## src/rtl/core/rbd_pkg.sv

```systemverilog
// rbd_pkg: shared types and constants of the ring buffer deque.
// Request codes, field widths, controller command and status structs.
// No dependencies.
`timescale 1ns / 1ps

package rbd_pkg;

    // Field widths of the request and response words
    localparam int FUNC_W  = 3;
    localparam int WORD_W  = 32;
    localparam int COUNT_W = 4;
    localparam int CAP_W   = 4;

    // Default sizing handed to the top level
    localparam int RBD_DEPTH      = 16;
    localparam int RBD_DATA_WIDTH = 32;

    // Capacity value after reset
    localparam logic [CAP_W-1:0] CAP_RESET = 4'd15;

    // Request codes
    localparam logic [FUNC_W-1:0] FUNC_PUSH_BACK  = 3'd0;
    localparam logic [FUNC_W-1:0] FUNC_PUSH_FRONT = 3'd1;
    localparam logic [FUNC_W-1:0] FUNC_POP_BACK   = 3'd2;
    localparam logic [FUNC_W-1:0] FUNC_POP_FRONT  = 3'd3;
    localparam logic [FUNC_W-1:0] FUNC_CLEAR      = 3'd4;

    // Operation the datapath carries out in the execute cycle
    typedef enum logic [2:0] {
        OP_NONE,
        OP_PUSH_BACK,
        OP_PUSH_FRONT,
        OP_POP_BACK,
        OP_POP_FRONT,
        OP_CLEAR
    } dq_op_t;

    // Controller to datapath
    typedef struct packed {
        logic   capture;   // latch the accepted request word
        dq_op_t op;        // operation to apply this cycle
        logic   refused;   // request turned away (full / empty)
        logic   load_out;  // load the response register
    } dq_cmd_t;

    // Datapath to controller
    typedef struct packed {
        logic [FUNC_W-1:0] func;
        logic              empty;
        logic              full;
    } dq_stat_t;

endpackage

```

## src/rtl/core/rbd_req_if.sv

```systemverilog
// rbd_req_if: request channel of the ring buffer deque (valid/ready).
// Depends on rbd_pkg for field widths.
`timescale 1ns / 1ps

interface rbd_req_if;
    import rbd_pkg::*;

    logic                     valid;
    logic                     ready;
    logic [FUNC_W-1:0]        func;
    logic signed [WORD_W-1:0] data_in;

    modport source (output valid, output func, output data_in, input ready);
    modport sink   (input valid, input func, input data_in, output ready);

endinterface

```

## src/rtl/core/rbd_rsp_if.sv

```systemverilog
// rbd_rsp_if: response channel of the ring buffer deque (valid/ready).
// Depends on rbd_pkg for field widths.
`timescale 1ns / 1ps

interface rbd_rsp_if;
    import rbd_pkg::*;

    logic                     valid;
    logic                     ready;
    logic                     status;
    logic signed [WORD_W-1:0] data_out;
    logic [COUNT_W-1:0]       count;
    logic                     is_empty;
    logic                     is_full;

    modport source (output valid, output status, output data_out, output count,
                    output is_empty, output is_full, input ready);
    modport sink   (input valid, input status, input data_out, input count,
                    input is_empty, input is_full, output ready);

endinterface

```

## src/rtl/core/rbd_ctrl.sv

```systemverilog
// rbd_ctrl: sequencing state machine of the ring buffer deque.
// Decodes the request against empty/full and drives the datapath commands.
// Depends on rbd_pkg.
`timescale 1ns / 1ps

module rbd_ctrl (
    input  logic              clk,
    input  logic              rst_n,
    input  logic              in_valid,
    output logic              in_ready,
    output logic              out_valid,
    input  logic              out_ready,
    input  rbd_pkg::dq_stat_t stat,
    output rbd_pkg::dq_cmd_t  cmd
);
    import rbd_pkg::*;

    typedef enum logic [1:0] {
        S_IDLE,
        S_EXEC,
        S_FINISH
    } state_t;

    state_t state_reg, state_next;
    logic   out_valid_reg, out_valid_next;
    logic   out_free;

    assign in_ready  = (state_reg == S_IDLE);
    assign out_valid = out_valid_reg;
    assign out_free  = !out_valid_reg || out_ready;

    // Next state and commands
    always_comb
    begin
        state_next     = state_reg;
        out_valid_next = out_valid_reg;
        cmd.capture    = 1'b0;
        cmd.op         = OP_NONE;
        cmd.refused    = 1'b0;
        cmd.load_out   = 1'b0;

        if (out_valid_reg && out_ready)
        begin
            out_valid_next = 1'b0;
        end

        case (state_reg)
            S_IDLE:
            begin
                if (in_valid)
                begin
                    cmd.capture = 1'b1;
                    state_next  = S_EXEC;
                end
            end
            S_EXEC:
            begin
                case (stat.func)
                    FUNC_PUSH_BACK:
                    begin
                        cmd.refused = stat.full;
                        cmd.op      = stat.full ? OP_NONE : OP_PUSH_BACK;
                    end
                    FUNC_PUSH_FRONT:
                    begin
                        cmd.refused = stat.full;
                        cmd.op      = stat.full ? OP_NONE : OP_PUSH_FRONT;
                    end
                    FUNC_POP_BACK:
                    begin
                        cmd.refused = stat.empty;
                        cmd.op      = stat.empty ? OP_NONE : OP_POP_BACK;
                    end
                    FUNC_POP_FRONT:
                    begin
                        cmd.refused = stat.empty;
                        cmd.op      = stat.empty ? OP_NONE : OP_POP_FRONT;
                    end
                    FUNC_CLEAR:
                    begin
                        cmd.op = OP_CLEAR;
                    end
                    default:
                    begin
                        cmd.op = OP_NONE;
                    end
                endcase
                state_next = S_FINISH;
            end
            S_FINISH:
            begin
                // wait for the response register to drain
                if (out_free)
                begin
                    cmd.load_out   = 1'b1;
                    out_valid_next = 1'b1;
                    state_next     = S_IDLE;
                end
            end
            default:
            begin
                state_next = S_IDLE;
            end
        endcase
    end

    // State and registered outputs
    always_ff @(posedge clk or negedge rst_n)
    begin
        if (!rst_n)
        begin
            state_reg     <= S_IDLE;
            out_valid_reg <= 1'b0;
        end
        else
        begin
            state_reg     <= state_next;
            out_valid_reg <= out_valid_next;
        end
    end

    // An accepted request always goes to execute next
    assert property (@(posedge clk) disable iff (!rst_n)
        (state_reg == S_IDLE && in_valid) |=> (state_reg == S_EXEC))
        else $error("accepted request did not enter execute");

    // A response held up by the sink keeps the controller in finish
    assert property (@(posedge clk) disable iff (!rst_n)
        (state_reg == S_FINISH && out_valid_reg && !out_ready)
        |=> (state_reg == S_FINISH))
        else $error("response register overwritten while stalled");

    // The response register is loaded only once the previous word is gone
    assert property (@(posedge clk) disable iff (!rst_n)
        cmd.load_out |-> out_free)
        else $error("response loaded while previous word pending");

endmodule

```

## src/rtl/core/rbd_dpath.sv

```systemverilog
// rbd_dpath: pointers, slot memory, capacity register and response register
// of the ring buffer deque. Driven by rbd_ctrl commands. Depends on rbd_pkg.
`timescale 1ns / 1ps

module rbd_dpath #(
    parameter int DEPTH      = rbd_pkg::RBD_DEPTH,
    parameter int DATA_WIDTH = rbd_pkg::RBD_DATA_WIDTH
) (
    input  logic                              clk,
    input  logic                              rst_n,
    input  logic                              cfg_we,
    input  logic [rbd_pkg::CAP_W-1:0]         cfg_wdata,
    input  logic [rbd_pkg::FUNC_W-1:0]        func,
    input  logic signed [rbd_pkg::WORD_W-1:0] data_in,
    input  rbd_pkg::dq_cmd_t                  cmd,
    output rbd_pkg::dq_stat_t                 stat,
    output logic                              status,
    output logic signed [rbd_pkg::WORD_W-1:0] data_out,
    output logic [rbd_pkg::COUNT_W-1:0]       count,
    output logic                              is_empty,
    output logic                              is_full
);
    import rbd_pkg::*;

    localparam int PTR_W   = $clog2(DEPTH);
    localparam int CNT_W   = PTR_W + 1;
    localparam int CAP_LIM = (DEPTH - 1 < 15) ? DEPTH - 1 : 15;

    logic [CAP_W-1:0]      capacity_reg;
    logic [PTR_W-1:0]      front_reg, front_next;
    logic [PTR_W-1:0]      back_reg, back_next;
    logic [FUNC_W-1:0]     func_reg;
    logic [WORD_W-1:0]     data_reg;
    logic [DATA_WIDTH-1:0] slots [DEPTH];
    logic [DATA_WIDTH-1:0] rd_data_reg;
    logic                  pop_ok_reg;
    logic                  refused_reg;

    logic [PTR_W-1:0]      last_ptr;
    logic [PTR_W-1:0]      back_inc, back_dec, front_inc, front_dec;
    logic [PTR_W-1:0]      wr_addr, rd_addr;
    logic                  wr_en, rd_en;
    logic [CNT_W-1:0]      cnt;

    logic                  status_reg;
    logic [WORD_W-1:0]     data_out_reg;
    logic [COUNT_W-1:0]    count_reg;
    logic                  empty_reg, full_reg;

    // Highest slot index of the ring (capacity clamped to 1..min(DEPTH-1, 15))
    always_comb
    begin
        if (capacity_reg == '0)
            last_ptr = PTR_W'(1);
        else if (int'(capacity_reg) > CAP_LIM)
            last_ptr = PTR_W'(CAP_LIM);
        else
            last_ptr = PTR_W'(capacity_reg);
    end

    // Wrapping neighbours of each pointer
    assign back_inc  = (back_reg == last_ptr) ? '0 : back_reg + 1'b1;
    assign back_dec  = (back_reg == '0) ? last_ptr : back_reg - 1'b1;
    assign front_inc = (front_reg == last_ptr) ? '0 : front_reg + 1'b1;
    assign front_dec = (front_reg == '0) ? last_ptr : front_reg - 1'b1;

    assign stat.func  = func_reg;
    assign stat.empty = (front_reg == back_reg);
    assign stat.full  = (back_inc == front_reg);

    // Pointer update and slot access per operation
    always_comb
    begin
        front_next = front_reg;
        back_next  = back_reg;
        wr_en      = 1'b0;
        rd_en      = 1'b0;
        wr_addr    = back_reg;
        rd_addr    = front_reg;
        case (cmd.op)
            OP_PUSH_BACK:
            begin
                wr_en     = 1'b1;
                wr_addr   = back_reg;
                back_next = back_inc;
            end
            OP_PUSH_FRONT:
            begin
                wr_en      = 1'b1;
                wr_addr    = front_dec;
                front_next = front_dec;
            end
            OP_POP_BACK:
            begin
                rd_en     = 1'b1;
                rd_addr   = back_dec;
                back_next = back_dec;
            end
            OP_POP_FRONT:
            begin
                rd_en      = 1'b1;
                rd_addr    = front_reg;
                front_next = front_inc;
            end
            OP_CLEAR:
            begin
                front_next = '0;
                back_next  = '0;
            end
            default:
            begin
                front_next = front_reg;
            end
        endcase
    end

    // Items held: (back - front) mod ring size
    always_comb
    begin
        if (back_reg >= front_reg)
            cnt = {1'b0, back_reg} - {1'b0, front_reg};
        else
            cnt = {1'b0, back_reg} + {1'b0, last_ptr} + 1'b1 - {1'b0, front_reg};
    end

    // Capacity register and pointers; a capacity write empties the deque
    always_ff @(posedge clk or negedge rst_n)
    begin
        if (!rst_n)
        begin
            capacity_reg <= CAP_RESET;
            front_reg    <= '0;
            back_reg     <= '0;
        end
        else if (cfg_we)
        begin
            capacity_reg <= cfg_wdata;
            front_reg    <= '0;
            back_reg     <= '0;
        end
        else
        begin
            front_reg <= front_next;
            back_reg  <= back_next;
        end
    end

    // Request word and execute results
    always_ff @(posedge clk)
    begin
        if (cmd.capture)
        begin
            func_reg <= func;
            data_reg <= $unsigned(data_in);
        end
        if (cmd.op != OP_NONE || cmd.refused)
        begin
            pop_ok_reg  <= (cmd.op == OP_POP_BACK) || (cmd.op == OP_POP_FRONT);
            refused_reg <= cmd.refused;
        end
        else if (cmd.capture)
        begin
            pop_ok_reg  <= 1'b0;
            refused_reg <= 1'b0;
        end
    end

    // Slot memory, registered read
    always_ff @(posedge clk)
    begin
        if (wr_en)
            slots[wr_addr] <= DATA_WIDTH'(data_reg);
        if (rd_en)
            rd_data_reg <= slots[rd_addr];
    end

    // Response register
    always_ff @(posedge clk)
    begin
        if (cmd.load_out)
        begin
            status_reg   <= refused_reg;
            data_out_reg <= pop_ok_reg ? WORD_W'(rd_data_reg) : '0;
            count_reg    <= COUNT_W'(cnt);
            empty_reg    <= (cnt == '0);
            full_reg     <= (cnt == {1'b0, last_ptr});
        end
    end

    assign status   = status_reg;
    assign data_out = $signed(data_out_reg);
    assign count    = count_reg;
    assign is_empty = empty_reg;
    assign is_full  = full_reg;

    // Pointers stay inside the ring
    assert property (@(posedge clk) disable iff (!rst_n)
        (front_reg <= last_ptr) && (back_reg <= last_ptr))
        else $error("pointer outside the ring");

    // A refused push means full, a refused pop means empty
    assert property (@(posedge clk) disable iff (!rst_n)
        cmd.refused |-> (stat.full || stat.empty))
        else $error("request refused with room and data available");

    // A capacity write leaves an empty deque
    assert property (@(posedge clk) disable iff (!rst_n)
        cfg_we |=> (front_reg == '0) && (back_reg == '0))
        else $error("capacity write did not empty the deque");

endmodule

```

## src/rtl/core/ring_buffer_deque.sv

```systemverilog
// ring_buffer_deque: top level of the double-ended queue in a slot ring.
// Joins rbd_ctrl and rbd_dpath; channels are rbd_req_if and rbd_rsp_if.
// Depends on rbd_pkg.
//
//   channel   dir   handshake        word
//   req       in    valid / ready    func, data_in
//   rsp       out   valid / ready    status, data_out, count, is_empty, is_full
//   cfg       in    cfg_we           cfg_wdata (capacity)
//
// Each request passes through accept, execute (one slot access and one
// pointer step, slot read registered), load of the response register.
// A new request is accepted while the previous response still waits; the
// controller holds in its final cycle until the response register is free.
// Reset (rst_n low, asynchronous) empties the deque and sets capacity to 15.
// Slot contents are not cleared; only slots filled by a push are ever read.
`timescale 1ns / 1ps

module ring_buffer_deque #(
    parameter int DEPTH      = rbd_pkg::RBD_DEPTH,
    parameter int DATA_WIDTH = rbd_pkg::RBD_DATA_WIDTH
) (
    input  logic                      clk,
    input  logic                      rst_n,
    rbd_req_if.sink                   req,
    rbd_rsp_if.source                 rsp,
    input  logic                      cfg_we,
    input  logic [rbd_pkg::CAP_W-1:0] cfg_wdata
);
    import rbd_pkg::*;

    dq_cmd_t  cmd;
    dq_stat_t stat;

    rbd_ctrl u_ctrl (
        .clk       (clk),
        .rst_n     (rst_n),
        .in_valid  (req.valid),
        .in_ready  (req.ready),
        .out_valid (rsp.valid),
        .out_ready (rsp.ready),
        .stat      (stat),
        .cmd       (cmd)
    );

    rbd_dpath #(
        .DEPTH      (DEPTH),
        .DATA_WIDTH (DATA_WIDTH)
    ) u_dpath (
        .clk       (clk),
        .rst_n     (rst_n),
        .cfg_we    (cfg_we),
        .cfg_wdata (cfg_wdata),
        .func      (req.func),
        .data_in   (req.data_in),
        .cmd       (cmd),
        .stat      (stat),
        .status    (rsp.status),
        .data_out  (rsp.data_out),
        .count     (rsp.count),
        .is_empty  (rsp.is_empty),
        .is_full   (rsp.is_full)
    );

endmodule
```

## src/flat_wrapper.sv

```systemverilog
// flat-port wrapper written by rule: the top's interface ports become plain ports
module ring_buffer_deque_flat import rbd_pkg::*;
#(
    parameter int DEPTH      = rbd_pkg::RBD_DEPTH,
    parameter int DATA_WIDTH = rbd_pkg::RBD_DATA_WIDTH
)
  (clk, rst_n, cfg_we, cfg_wdata, req_valid, req_func, req_data_in, req_ready, rsp_valid, rsp_status, rsp_data_out, rsp_count, rsp_is_empty, rsp_is_full, rsp_ready);
  rbd_req_if req_i ();
  rbd_rsp_if rsp_i ();
  input  logic clk;
  input  logic rst_n;
  input  logic cfg_we;
  input  logic [rbd_pkg::CAP_W-1:0] cfg_wdata;
  input wire logic [$bits(req_i.valid)-1:0] req_valid;
  input wire logic [$bits(req_i.func)-1:0] req_func;
  input wire logic [$bits(req_i.data_in)-1:0] req_data_in;
  output wire logic [$bits(req_i.ready)-1:0] req_ready;
  output wire logic [$bits(rsp_i.valid)-1:0] rsp_valid;
  output wire logic [$bits(rsp_i.status)-1:0] rsp_status;
  output wire logic [$bits(rsp_i.data_out)-1:0] rsp_data_out;
  output wire logic [$bits(rsp_i.count)-1:0] rsp_count;
  output wire logic [$bits(rsp_i.is_empty)-1:0] rsp_is_empty;
  output wire logic [$bits(rsp_i.is_full)-1:0] rsp_is_full;
  input wire logic [$bits(rsp_i.ready)-1:0] rsp_ready;
  assign req_i.valid = req_valid;
  assign req_i.func = req_func;
  assign req_i.data_in = req_data_in;
  assign req_ready = req_i.ready;
  assign rsp_valid = rsp_i.valid;
  assign rsp_status = rsp_i.status;
  assign rsp_data_out = rsp_i.data_out;
  assign rsp_count = rsp_i.count;
  assign rsp_is_empty = rsp_i.is_empty;
  assign rsp_is_full = rsp_i.is_full;
  assign rsp_i.ready = rsp_ready;
  ring_buffer_deque #(.DEPTH(DEPTH), .DATA_WIDTH(DATA_WIDTH)) u_core (.clk(clk), .rst_n(rst_n), .req(req_i), .rsp(rsp_i), .cfg_we(cfg_we), .cfg_wdata(cfg_wdata));
endmodule
```

## config.mk

```make
export PLATFORM = sky130hd
export DESIGN_NAME = ring_buffer_deque_flat
export DESIGN_NICKNAME = d
export VERILOG_FILES = /design/src/rtl/core/rbd_pkg.sv /design/src/rtl/core/rbd_req_if.sv /design/src/rtl/core/rbd_rsp_if.sv /design/src/rtl/core/rbd_ctrl.sv /design/src/rtl/core/rbd_dpath.sv /design/src/rtl/core/ring_buffer_deque.sv /design/src/flat_wrapper.sv
export SDC_FILE = /design/constraint.sdc
export NUM_CORES = 1
export LEC_CHECK = 0
export BUFFER_PORTS_ARGS = -buffer_cell sky130_fd_sc_hd__buf_2
export CELL_PAD_IN_SITES_DETAIL_PLACEMENT = 0
export CELL_PAD_IN_SITES_GLOBAL_PLACEMENT = 1
export CORE_AREA = 2 2 255 257
export CTS_CLUSTER_SIZE = 40
export DETAILED_ROUTE_END_ITERATION = 10
export DIE_AREA = 0 0 257 259
export GPL_ROUTABILITY_DRIVEN = 0
export HOLD_SLACK_MARGIN = 0.05
export PLACE_DENSITY_LB_ADDON = 0.2
export SLEW_MARGIN = 20
export SYNTH_ARGS = -nofsm -noshare
export SYNTH_HDL_FRONTEND = slang
export SYNTH_SLANG_ARGS = --single-unit
export TNS_END_PERCENT = 20
```

## constraint.sdc

```tcl
create_clock -name clk -period 8.2 [get_ports clk]
set_input_delay 0.41 -clock clk [delete_from_list [all_inputs] [get_ports clk]]
set_output_delay 0.41 -clock clk [all_outputs]
set_load 0.01 [all_outputs]
```

After elaboration in Yosys (flattened, before gate mapping)
Memory sizes are Yosys's and may differ from the RTL's. A register that Yosys moved wholly into a read port is not among the register bits.
Index checks and enable logic that the tools add are counted.
Word-level totals
  bits in registers: 91
  bits in latches: 0
  RAM bits: 512
  ROM bits: 0
  input bits: 44
  output and inout port bits: 41
  logic and storage cells: 98
  memories: 1
Memory list
  u_core.u_dpath.slots: depth 16, bits a word 32, rd ports 1, clocked after Yosys merged registers in 1, wr ports 1, RTL line rbd_dpath.sv:34  | logic [DATA_WIDTH-1:0] slots [DEPTH];
Cells by class
  $add $sub $neg: 8
  multipliers: 0
  div/mod/pow operators: 0
  magnitude comparators: 1
  equal/unequal tests: 18
  shift-type cells: 0
  muxes and demuxes: 36
  bitwise operators: 0
  reduce and logical (&&, ||, !) cells: 20
Operators with widths (number)
  $mux 4: 10
  $pmux 4 s3: 2
  $eq 4x4->1: 4
  $mux 1: 15
  $pmux 3 s5: 1
  $eq 3x2->1 const B: 4
  $logic_not 4->1: 3
  $eq 3x3->1 const B: 3
  $add 4x1->4 const B: 2
  $mux 2: 4
  $reduce_bool 4->1: 2
  $reduce_or 2->1: 4
  $sub 4x1->4 const B: 2
  $eq 3x1->1 const B: 2
  $pmux 2 s3: 1
  $add 4x4->5: 1
  $add 5x1->5 const B: 1
  $eq 5x4->1: 1
  $logic_not 5->1: 1
  $mux 5: 1
  $sub 4x4->5: 1
  $sub 5x4->5: 1
  $ge 4x4->1: 1
  $ne 2x2->1 const B: 2
  12 further kinds: 14

Depth between registers and ports, before layout
Gate-level depths: netlist (run 1).
  depth in word-level cells: 13
  mapped depth: 14
  mapped depth without buffers: 13

Hierarchy
A second synthesis (run 1) with hierarchy kept.
Second synthesis, totals
  cells, all modules: 1770
  area, all modules: 26098.8 sq um
Modules (own cells, without submodules)
  rbd_dpath: times used 1, cells an instance 1747, area each 25883.6 sq um, seq. area each 18923.1 sq um
  rbd_ctrl: times used 1, cells an instance 23, area each 215.2 sq um, seq. area each 75.1 sq um

Least setup slack after synthesis (run 1)
No wires, ideal clock.
  kind: register to register
  from: reg u_core.u_dpath.back_reg[0]
  to: mem u_core.u_dpath.slots[11][0] in the netlist's numbering (enable)
  setup time: 0.432 ns
  arrival: 3.909 ns
  data required time: 7.768 ns
  slack: 3.860 ns
  stages on the path, launching flop included: 11
  buffers on the path: 1
  clock period less this slack: 4.340 ns
  cell sequence: dfrtp_1 -> buf_2 -> inv_1 -> ha_1 -> inv_1 -> nor4_1 -> o2bb2ai_1 -> and3_1 -> a21oi_2 -> mux2_2 -> a21oi_1
On the way
  longest elaborated chain between the ends: 11
  elaborated cells between the ends (all ways): 18
  those cells by class: add/sub (1); eq/ne (5); mux (11); reduce/logical (1)
Ends and longest elaborated chain
  start: declaration: RTL line rbd_dpath.sv:31  | logic [PTR_W-1:0] back_reg, back_next;
  start signal: assignment: RTL line rbd_dpath.sv:144  | back_reg <= back_next;
  $add 4x1->4 or $eq 4x4->1 (tied branches): RTL line rbd_dpath.sv:62  | assign back_inc = (back_reg == last_ptr) ? '0 : back_reg + 1'b1;
  $mux 4: RTL line rbd_dpath.sv:62
  $eq 4x4->1: RTL line rbd_dpath.sv:69  | assign stat.full = (back_inc == front_reg);
  $mux 1 or $mux 2 (tied branches): RTL line rbd_ctrl.sv:62, rbd_ctrl.sv:67
  $pmux 3 s5: RTL line rbd_ctrl.sv:58  | case (stat.func)
  $mux 4: RTL line rbd_ctrl.sv:47  | case (state_reg)
  $eq 3x2->1 or $eq 3x1->1 (tied branches): RTL line rbd_dpath.sv:80  | case (cmd.op)
  $reduce_or 2->1 (no line)
  $mux 1: RTL line rbd_dpath.sv:80
  $mux 1: RTL line rbd_dpath.sv:171  | if (wr_en)
  $mux 1 (not written as such): RTL line rbd_dpath.sv:172  | slots[wr_addr] <= DATA_WIDTH'(data_reg);
  end: declaration: RTL line rbd_dpath.sv:34
Parallel ways exist; a longest one is shown, timed or not.

Worst setup path in the final report (run 1)
  from: reg u_core.u_dpath.front_reg[3]
  to: reg u_core.u_dpath.rd_data_reg[22], read port of u_core.u_dpath.slots (data pin)
On the way
  longest elaborated chain between the ends: 7
  elaborated cells between the ends (all ways): 13
  those cells by class: eq/ne (4); mux (8); reduce/logical (1)
Ends and longest elaborated chain
  start: declaration: RTL line rbd_dpath.sv:30  | logic [PTR_W-1:0] front_reg, front_next;
  start signal: assignment: RTL line rbd_dpath.sv:143  | front_reg <= front_next;
  $eq 4x4->1 (on tied branches): RTL line rbd_dpath.sv:68, rbd_dpath.sv:69
  $mux 2, or another cell as far along: RTL line rbd_ctrl.sv:72  | cmd.op = stat.empty ? OP_NONE : OP_POP_BACK;
  $pmux 3 s5: RTL line rbd_ctrl.sv:58
  $mux 4: RTL line rbd_ctrl.sv:47
  $eq 3x2->1 or $eq 3x3->1 (tied branches): RTL line rbd_dpath.sv:80
  $reduce_or 2->1 (no line)
  $mux 1: RTL line rbd_dpath.sv:80
  end: declaration: RTL line rbd_dpath.sv:35  | logic [DATA_WIDTH-1:0] rd_data_reg;
Parallel ways exist; a longest one is shown, timed or not.
A chain may end at the register's enable or synchronous reset.

==> flow_summary.ini, run 1 <==
[final_layout]
final_nets = 1601
drive_gt1_share_pct = 20.1
num_antenna_cells = 0
final_cell_mix = 620 x edfxtp_1, 136 x mux2i_1, 84 x buf_2
final_common_cell = edfxtp_1
regMostFlops = u_core.u_dpath.slots
final_area_um2 = 29300
multi_input_area_um2 = 5970
area_growth_pct = 15.9
num-fill-cells = 5443
seq_area_um2 = 19000
largest_register_ffs = 512

[synth]
synth_edf_count = 620
seq_area_frac_synth_pct = 75.1
synthArstFlopShare_pct = 2.36
synth_seq_cells = 635
syn-num-nets = 1439
syn_inst = 1377
synth_area_um2 = 25300
yosys.cell_types.count = 76
avgSynthCellArea_um2 = 18.4
synth_area_leaders = edfxtp_1 74%, mux4_2 5.5%, mux2i_1 5.4%
synthFlopType = edfxtp_1
yosysTopAreaCell = edfxtp_1
yosys_warnings = 0
synth_top_cell_area_share_pct = 73.6

[clock_tree]
clk_pin_slew_ps = 50
clk_latency_ps = 610
post_cts_buffers = 0
clkSinkCount = 635
clk_path_buf_depth = 3
numCtsBuffers = 70
htree_levels = 3
clock-root-buffer = clkbuf_16
cts_tree = done

[setup_path]
critPathRequiredTime_ps = 8550
cp-end-kind = flop
path_max_fanout = 44
critPathKind = flop to flop
critPathLaunchType = flop
cpPeakStageDelay_ps = 680
crit_top_cell = buf_4
crit_arrival_ps = 5520
crit_slowest_cell = buf_4
crit_chain = clkinv_1, ha_1, a41oi_2, and3_1, mux2i_4, buf_4, buf_4, mux4_2, a22oi_1, nand2_1

[power_and_ir_drop]
combPwrFrac_pct = 9.4
swShare_pct = 24.0
pwr-share-seq_pct = 52.1
p_sw_w = 0.00179
power_frac_clock_pct = 38.5
p_int_w = 0.00566
ir_drop_uv = 144
power_leakage_nw = 10.5
power.density_nw_per_um2 = 254

[die]
die-area_um2 = 66600
die_h_um = 259
rows = 93
core_um2 = 63900
die-width_um = 257
pin_count = 85
initial_core_util_pct = 39.6

[timing]
relSlewSlack_pct = 21.9
min_period_ps = 5160
tns_ps = 0
finalSetupViolCount = 0
fin_skew_ps = 24.8
hold_viol = 0
period_share_pct = 63.0
fmax_mhz = 194
slew_violations = 0
holdWs_ps = 137
rsz0062_at_grt = false
tightest_slew_ps = 1160

[worst_hold_path]
holdCritPathClass = input pin to flop

[drt]
drt-total-wl_um = 59400
wl_met2_um = 29500
via_per_inst = 5.30
wl_met3_um = 2770
top_layer = met4
dr.pass1.iters = 5
wl_met1_um = 26100
dr_total_vias = 12900
routedWlPerCell_um = 24.3
drtAntennaViolNets = 0
drc = 0
first_iter_violations = 905

[global_route]
grt_pass1_wl_um = 88200
track_usage_pct = 18.1
gr-total-overflow = 0
grt_max_degree = 117
antenna_found_initial = 1
first_global_vias = 13300

[placed_design]
placedInstanceArea_um2 = 26800
io_buffer_count = 84
place.detailed.hpwl_um = 31500

[job]
maxCapViolations = 0

[outcome]
outcome = completed
[cells in the mapped netlist, types with 10 or more instances]
| library cell | count |
|---|---|
| mux4_2 | 62 |
| clkbuf_1 | 13 |
| a21oi_1 | 20 |
| nand3_1 | 10 |
| xnor2_1 | 15 |
| nor2_1 | 60 |
| a22oi_1 | 33 |
| nor3_1 | 10 |
| edfxtp_1 | 620 |
| ha_1 | 13 |
| and2_1 | 35 |
| mux2i_1 | 137 |
| nand2_1 | 53 |
| inv_1 | 27 |
| o22ai_1 | 65 |
| buf_4 | 11 |
| buf_2 | 32 |
| dfrtp_1 | 11 |
[power by group through the flow]
stage	logic, W	clock network [W]	registers (W)
6_report	0.000698	0.00287	0.00388
5_1_grt	0.000773	0.00307	0.00389
4_1_cts	0.000715	0.00295	0.00388
3_5_place_dp	0.000698	0	0.00394
3_3_place_gp	0.000694	0	0.00394
2_1_floorplan	0.000459	0	0.00391
[metal layers]
layer / vias up / GRT usage (%)
met5: - / 0
met4: 0 / 5.18
met3: 73 / 3.25
met2: 296 / 30.7
met1: 6742 / 23.9
li1: 5829 / -
[final timing paths]
check	slack, ps	depth (start not counted)	end	from
worst max-delay path	3040	10	u_core.u_dpath.rd_data_reg[22]$_DFFE_PP_	u_core.u_dpath.front_reg[3]$_DFFE_PN0P_
worst min-delay path	140	3	u_core.u_ctrl.out_valid$_DFF_PN0_	rsp_ready
worst max register to register	3040	10	u_core.u_dpath.rd_data_reg[22]$_DFFE_PP_	u_core.u_dpath.front_reg[3]$_DFFE_PN0P_
worst min register to register	450	0	u_core.u_dpath.status$_DFFE_PP_	u_core.u_dpath.refused_reg$_SDFFCE_PN0P_
max in group asynchronous	7570	2	u_core.u_dpath.capacity_reg[3]$_DFFE_PN1P_	rst_n
min in group asynchronous	290	2	u_core.u_dpath.back_reg[3]$_DFFE_PN0P_	rst_n
[logic make-up after synthesis]
group / after synthesis / synth area share (%)
DFF: 635 / 75.1
muxes: 204 / 11.3
adders and majority gates: 18 / 1.04
and+or+nand+nor: 216 / 4.27
buffers and inverters: 96 / 2.16
AOI/OAI and AO/OA: 188 / 5.37
xor gates and xnor gates: 20 / 0.747
[cell type report]
cell class / instances / area share, %
Tap cell: 855 / 3.65
Sequential cell: 635 / 64.8
Multi-Input combinational cell: 646 / 20.4
Clock buffer: 90 / 6.41
Clock inverter: 31 / 0.704
Timing Repair Buffer: 156 / 3.67
Inverter: 30 / 0.388
[timing repair]
action / 4_1_cts / 5_1_grt
gates resized for setup: 0 / 0
hold endpoints to repair: 51 / 0
hold buffers: 41 / 0
endpoints found under the setup margin: 0 / 0
[critical path, delay by kind of cell, from the launching register on]
family	cells	cell delay (ps)
flops	1	620
buf+inv	3	1670
compound gates	2	550
simple gates	2	710
fa+ha+maj	1	530
mux	2	750
[through the flow]
stage               setup slack [ps]  instances  util [%]  power (W)
finish                          3040       2443      45.9    0.00745
detailed placement              3040       2281      42.0    0.00464
global placement                3190       2281      42.0    0.00463
floorplan                       3860       1377         -    0.00437
global route                    2670       2443      45.9    0.00774
CTS                             3050       2443      45.9    0.00755
(Power assumes the default switching activity.)
==> run 2, diff against run 1 <==
==> constraint.sdc (replaced) <==
create_clock -name clk -period 4.75 [get_ports clk]
set_input_delay 0.2375 -clock clk [delete_from_list [all_inputs] [get_ports clk]]
set_output_delay 0.2375 -clock clk [all_outputs]
set_load 0.01 [all_outputs]
==> run 2 against run 1 <==
Net effect:
- wire length is 0.18% lower
- setup slack worse by 2300 ps
- final cell count grew 1.4%
- sequential power grew 72%
- flip-flop and latch count unchanged
- core utilization grew 0.83 points
- register-to-register slack worse by 2300 ps
- total power grew 75%
- count of clock-buffer cells in the layout shrank 1
- clock power up 77%
- critical endpoint is now u_core.u_dpath.rd_data_reg[12]$_DFFE_PP_
- largest cell class unchanged
- largest power group unchanged
- highest routed layer unchanged
==> flow_summary.ini, run 2 (same netlist as run 1, synthesis figures left out) <==
[outcome]
outcome = completed

[timing]
tightest_slew_ps = 1150
hold_viol = 0
holdWs_ps = 139
rsz0062_at_grt = false
period_share_pct = 84.6
min_period_ps = 4020
tns_ps = 0
relSlewSlack_pct = 22.5
fmax_mhz = 249
slew_violations = 0
finalSetupViolCount = 0
fin_skew_ps = 20.9

[clock_tree]
clock-root-buffer = clkbuf_16
cts_tree = done
clkSinkCount = 635
clk_latency_ps = 590
clk_path_buf_depth = 3
numCtsBuffers = 70
post_cts_buffers = 0
htree_levels = 3
clk_pin_slew_ps = 60

[die]
pin_count = 85
die_h_um = 259
die-area_um2 = 66600
initial_core_util_pct = 39.6
die-width_um = 257
core_um2 = 63900
rows = 93

[global_route]
grt_max_degree = 41
track_usage_pct = 17.8
gr-total-overflow = 0
grt_pass1_wl_um = 87100
first_global_vias = 13300
antenna_found_initial = 3

[drt]
routedWlPerCell_um = 23.9
drt-total-wl_um = 59300
first_iter_violations = 994
dr_total_vias = 13000
via_per_inst = 5.26
drc = 0
drtAntennaViolNets = 0
dr.pass1.iters = 5

[final_layout]
largest_register_ffs = 512
final_cell_mix = 620 x edfxtp_1, 136 x mux2i_1, 84 x buf_2
final_common_cell = edfxtp_1
final_nets = 1633
area_growth_pct = 18.0
regMostFlops = u_core.u_dpath.slots
num_antenna_cells = 0
fin_cells = 2476
drive_gt1_share_pct = 21.0
num-fill-cells = 5436

[setup_path]
critPathLaunchType = flop
path_max_fanout = 13
critPathRequiredTime_ps = 5090
ff2ff_setup_slack_ps = 730
timing.rr.start = u_core.u_dpath.front_reg[3]$_DFFE_PN0P_
crit_arrival_ps = 4360
cp-end-kind = flop
reg2reg_to = u_core.u_dpath.rd_data_reg[12]$_DFFE_PP_
critPathKind = flop to flop
r2r_cells = 10

[worst_hold_path]
holdCritPathClass = input pin to asynchronous set/reset pin

[power_and_ir_drop]
power_w = 0.0130
power_leakage_nw = 10.7
ir_drop_uv = 233
power.density_nw_per_um2 = 437

[placed_design]
io_buffer_count = 84
dp.cells = 2306
place.detailed.hpwl_um = 32900

[job]
maxCapViolations = 0
run 2: changes by cell type in the layout (fill, tap and decap cells not counted), sizes merged:
cell	change
dlygate4sd3	+7
clkinv	+4
bufinv	+2
inv	-2
buf	+25
clkbuf	-1
clkinvlp	-2
run 2: worst max-delay path by stage:
stage                     cells after the start  slack [ps]                                    start                                  endpoint
final                                        10         730  u_core.u_dpath.front_reg[3]$_DFFE_PN0P_  u_core.u_dpath.rd_data_reg[12]$_DFFE_PP_
after global routing                         10         470  u_core.u_dpath.front_reg[3]$_DFFE_PN0P_   u_core.u_dpath.rd_data_reg[9]$_DFFE_PP_
after CTS                                    10         710  u_core.u_dpath.front_reg[3]$_DFFE_PN0P_  u_core.u_dpath.rd_data_reg[29]$_DFFE_PP_
after detailed placement                     10         740  u_core.u_dpath.front_reg[3]$_DFFE_PN0P_  u_core.u_dpath.rd_data_reg[12]$_DFFE_PP_
after global placement                       10         750  u_core.u_dpath.front_reg[3]$_DFFE_PN0P_  u_core.u_dpath.rd_data_reg[27]$_DFFE_PP_
after floorplan                              10         410   u_core.u_dpath.back_reg[0]$_DFFE_PN0P_     u_core.u_dpath.slots[11][0]$_DFFE_PP_
run 2: repair_timing:
item	CTS	global route
endpoints found under the hold margin	63	0
resized for setup	0	0
hold buffers	48	0
endpoints found under the setup margin	0	0
run 2: per-layer routing:
metal	vias up	global-route usage, %	wire (µm)
met2	333	29.8	29100
li1	5908	-	-
met5	-	0	0
met4	0	5.64	1190
met3	73	2.64	2680
met1	6711	24.1	26300
run 2: power by group:
part | switching [W] | internal, W | total (W)
Clock | 0.00212 | 0.00296 | 0.00507
Combinational | 0.000754 | 0.000510 | 0.00126
Sequential | 0.000207 | 0.00649 | 0.00669
run 2: layout make-up:
type	count	area [µm²]	share of cell area [%]
sequential	635	19000	63.7
multi-input combinational	646	5970	20.0
clock buffer	89	1920	6.43
timing repair buffer	188	1560	5.22
tap	855	1070	3.58
clock inverter	33	216	0.725
inverter	30	114	0.382
run 2: through the flow:
stage / area (µm²) / util (%) / setup slack, ps
final: 29800 / 46.7 / 733
after global routing: 29800 / 46.7 / 469
after CTS: 29800 / 46.7 / 709
after detailed placement: 27200 / 42.6 / 736
after global placement: 27200 / 42.6 / 751
after floorplan: 25300 / - / 410
run 2: critical path, cell delays in order (launching register included):
cell and delay, ps:
dfrtp_1 640, clkinv_1 200, ha_1 430, a41oi_2 290
and3_1 650, nor3_1 260, o21ai_4 540, buf_4 350
o22ai_1 120, nor2_1 190, nand2_1 70
==> run 3, diff against run 2 <==
--- a/config.mk
+++ b/config.mk
@@ -5,13 +5,14 @@
 export SDC_FILE = /design/constraint.sdc
 export NUM_CORES = 1
 export LEC_CHECK = 0
+export ABC_AREA = 1
 export BUFFER_PORTS_ARGS = -buffer_cell sky130_fd_sc_hd__buf_2
 export CELL_PAD_IN_SITES_DETAIL_PLACEMENT = 0
 export CELL_PAD_IN_SITES_GLOBAL_PLACEMENT = 1
-export CORE_AREA = 2 2 255 257
+export CORE_AREA = 2 2 267 269
 export CTS_CLUSTER_SIZE = 40
 export DETAILED_ROUTE_END_ITERATION = 10
-export DIE_AREA = 0 0 257 259
+export DIE_AREA = 0 0 269 271
 export GPL_ROUTABILITY_DRIVEN = 0
 export HOLD_SLACK_MARGIN = 0.05
 export PLACE_DENSITY_LB_ADDON = 0.2
==> constraint.sdc (replaced) <==
create_clock -name clk -period 3.5 [get_ports clk]
set_input_delay 0.175 -clock clk [delete_from_list [all_inputs] [get_ports clk]]
set_output_delay 0.175 -clock clk [all_outputs]
set_load 0.01 [all_outputs]
==> run 3 against run 2 <==
Net effect:
- wire length grew 32%
- synthesized area grew 9.9%
- combinational power rose to 7.2 times the previous value
- register-to-register slack worse by 560 ps
- critical path type unchanged
- largest cell class unchanged
==> flow_summary.ini, run 3 <==
[outcome]
outcome = completed

[setup_path]
cpPeakStageDelay_ps = 480
timing.rr.start = u_core.u_dpath.back_reg[2]$_DFFE_PN0P_
cp-end-kind = flop
startpoint = u_core.u_dpath.back_reg[2]$_DFFE_PN0P_
critPathRequiredTime_ps = 3820
crit_arrival_ps = 3650
crit_chain = ha_1, nand2_1, nor3_1, buf_4, nor4_2, inv_1, nand2_1, inv_1, nand2_2, nand2_4, nand3_4, nand2_2, o21ai_2, buf_4, nor2_1, inv_1, nor2_4, buf_12, buf_6
critPathKind = flop to flop
crit_top_cell = inv_1
path_max_fanout = 7
critPathLaunchType = flop
crit_slowest_cell = dfrtp_1
cp_top_family = simple AND/OR/NAND/NOR gates
cp.buffers_inverters = 7

[timing]
relSlewSlack_pct = 30.1
tightest_slew_ps = 1050
min_period_ps = 3330
rsz0062_at_grt = true
finalSetupViolCount = 0
slew_violations = 0
hold_viol = 0
period_share_pct = 95.1
fmax_mhz = 301
fin_skew_ps = 40.3

[clock_tree]
clock-root-buffer = clkbuf_16
numCtsBuffers = 72
cts_tree = done
clk_latency_ps = 620
htree_levels = 3
clk_path_buf_depth = 3
clk_pin_slew_ps = 60
clkSinkCount = 635

[placed_design]
io_buffer_count = 84
placedInstanceArea_um2 = 30500
dp.cells = 3617
place.detailed.hpwl_um = 43500

[global_route]
first_global_vias = 18400
gr-total-overflow = 0
grt_max_degree = 65
grt_pass1_wl_um = 113000
antenna_found_initial = 0
track_usage_pct = 20.7

[final_layout]
num_antenna_cells = 0
drive_gt1_share_pct = 13.7
area_growth_pct = 23.4
fin_cells = 3831
num-fill-cells = 6277
final_nets = 2898
largest_register_ffs = 512
final_core_util_pct = 49.1
final_area_um2 = 34300
regMostFlops = u_core.u_dpath.slots
final_common_cell = edfxtp_1
final_cell_mix = 620 x edfxtp_1, 574 x nand2_1, 567 x inv_1

[synth]
synth_top_cell_area_share_pct = 67.0
seq_area_frac_synth_pct = 68.4
synth_seq_cells = 635
syn_inst = 2593
yosysTopAreaCell = edfxtp_1
yosys.cell_types.count = 39
avgSynthCellArea_um2 = 10.7
synth_area_um2 = 27800
yosys-top-cells-count = 620 x edfxtp_1, 582 x nand2_1, 569 x inv_1, 497 x nand3_1
synthArstFlopShare_pct = 2.36
synth_edf_count = 620
synthFlopType = edfxtp_1
synth_area_leaders = edfxtp_1 67%, nand3_1 9.0%, nand2_1 7.9%
yosys_warnings = 0
syn-num-nets = 2655
synth_most_common_cell = edfxtp_1

[die]
core_um2 = 69800
initial_core_util_pct = 39.8
pin_count = 85
die_h_um = 271
rows = 97
die-area_um2 = 72900
die-width_um = 269

[power_and_ir_drop]
ir_drop_uv = 453
power_leakage_nw = 14.6
power.density_nw_per_um2 = 774

[drt]
dr.pass1.iters = 5
routedWlPerCell_um = 20.4
first_iter_violations = 1569
drt-total-wl_um = 78100
drc = 0
via_per_inst = 4.91
dr_total_vias = 18800
drtAntennaViolNets = 0

[worst_hold_path]
holdCritPathClass = input pin to asynchronous set/reset pin

[job]
maxCapViolations = 0
[run 3: layer usage]
layer,track usage (%),vias to the layer above,part of all wire [%]
li1,-,8956,-
met1,28.3,9227,44
met2,33.8,507,48
met3,3.06,138,4.5
met4,6.78,0,3.2
met5,0,-,0
[run 3: path summary, 6_finish.rpt]
path	end	slack (ps)	cells after the start
setup / recovery	u_core.u_dpath.slots[13][15]$_DFFE_PP_	170	19
max in group asynchronous	u_core.u_dpath.back_reg[1]$_DFFE_PN0P_	2380	3
hold / removal	u_core.u_dpath.capacity_reg[0]$_DFFE_PN1P_	100	2
min in group clk	u_core.u_dpath.data_reg[7]$_DFFE_PP_	260	2
setup reg to reg	u_core.u_dpath.slots[13][15]$_DFFE_PP_	170	19
hold reg to reg	u_core.u_dpath.status$_DFFE_PP_	440	0
[run 3: where the power goes]
| part | internal (W) | total, W | leakage (nW) | switching (W) |
|---|---|---|---|---|
| logic | 0.00328 | 0.00911 | 7.60 | 0.00582 |
| registers | 0.00917 | 0.00955 | 5.80 | 0.000373 |
| clock network | 0.00479 | 0.00787 | 1.19 | 0.00308 |
[run 3: layout make-up]
| class | count | area, µm² | area share (%) |
|---|---|---|---|
| clock buffers | 93 | 1920 | 5.61 |
| clock inverters | 36 | 527 | 1.54 |
| inverters | 575 | 2160 | 6.30 |
| multi-input cells | 1272 | 6300 | 18.4 |
| flip-flops and latches | 635 | 19000 | 55.4 |
| well taps | 940 | 1180 | 3.43 |
| repair buffers | 280 | 3190 | 9.29 |
[run 3: worst reg2reg max path, stage by stage (launching register included)]
cell and delay (ps):
dfrtp_1 480, ha_1 400, nand2_1 90, nor3_1 150
buf_4 170, nor4_2 40, inv_1 100, nand2_1 60
inv_1 60, nand2_2 120, nand2_4 130, nand3_4 120
nand2_2 110, o21ai_2 70, buf_4 180, nor2_1 150
inv_1 130, nor2_4 160, buf_12 140, buf_6 180
[run 3: cell families after synthesis]
group	share of synthesized area, %
XOR/XNOR	0.441
adder cells (fa/ha/maj)	0.946
AO/OA/AOI/OAI	1.26
AND/OR/NAND/NOR	18.9
flip-flops	68.4
buffers and inverters	10.1
[run 3: timing repair]
action                                  4_1_cts  5_1_grt
setup buffers                                 0       15
hold buffers                                 52        0
endpoints found under the hold margin        58        0
resized for setup                             1       44
gates cloned                                  0       18
endpoints found under the setup margin       52      544
pin swaps                                     0       12
[run 3: metrics by stage]
stage | setup WS, ps | total power [W] | TNS (ps) | hold slack (ps)
global route | -36.3 | 0.0280 | -1610 | 103
detailed placement | 24.3 | 0.0182 | 0 | 117
global placement | 104 | 0.0182 | 0 | 110
finish | 173 | 0.0265 | 0 | 95.4
floorplan | -304 | 0.0149 | -133390 | -121
CTS | -22.7 | 0.0262 | -68.4 | 61.5
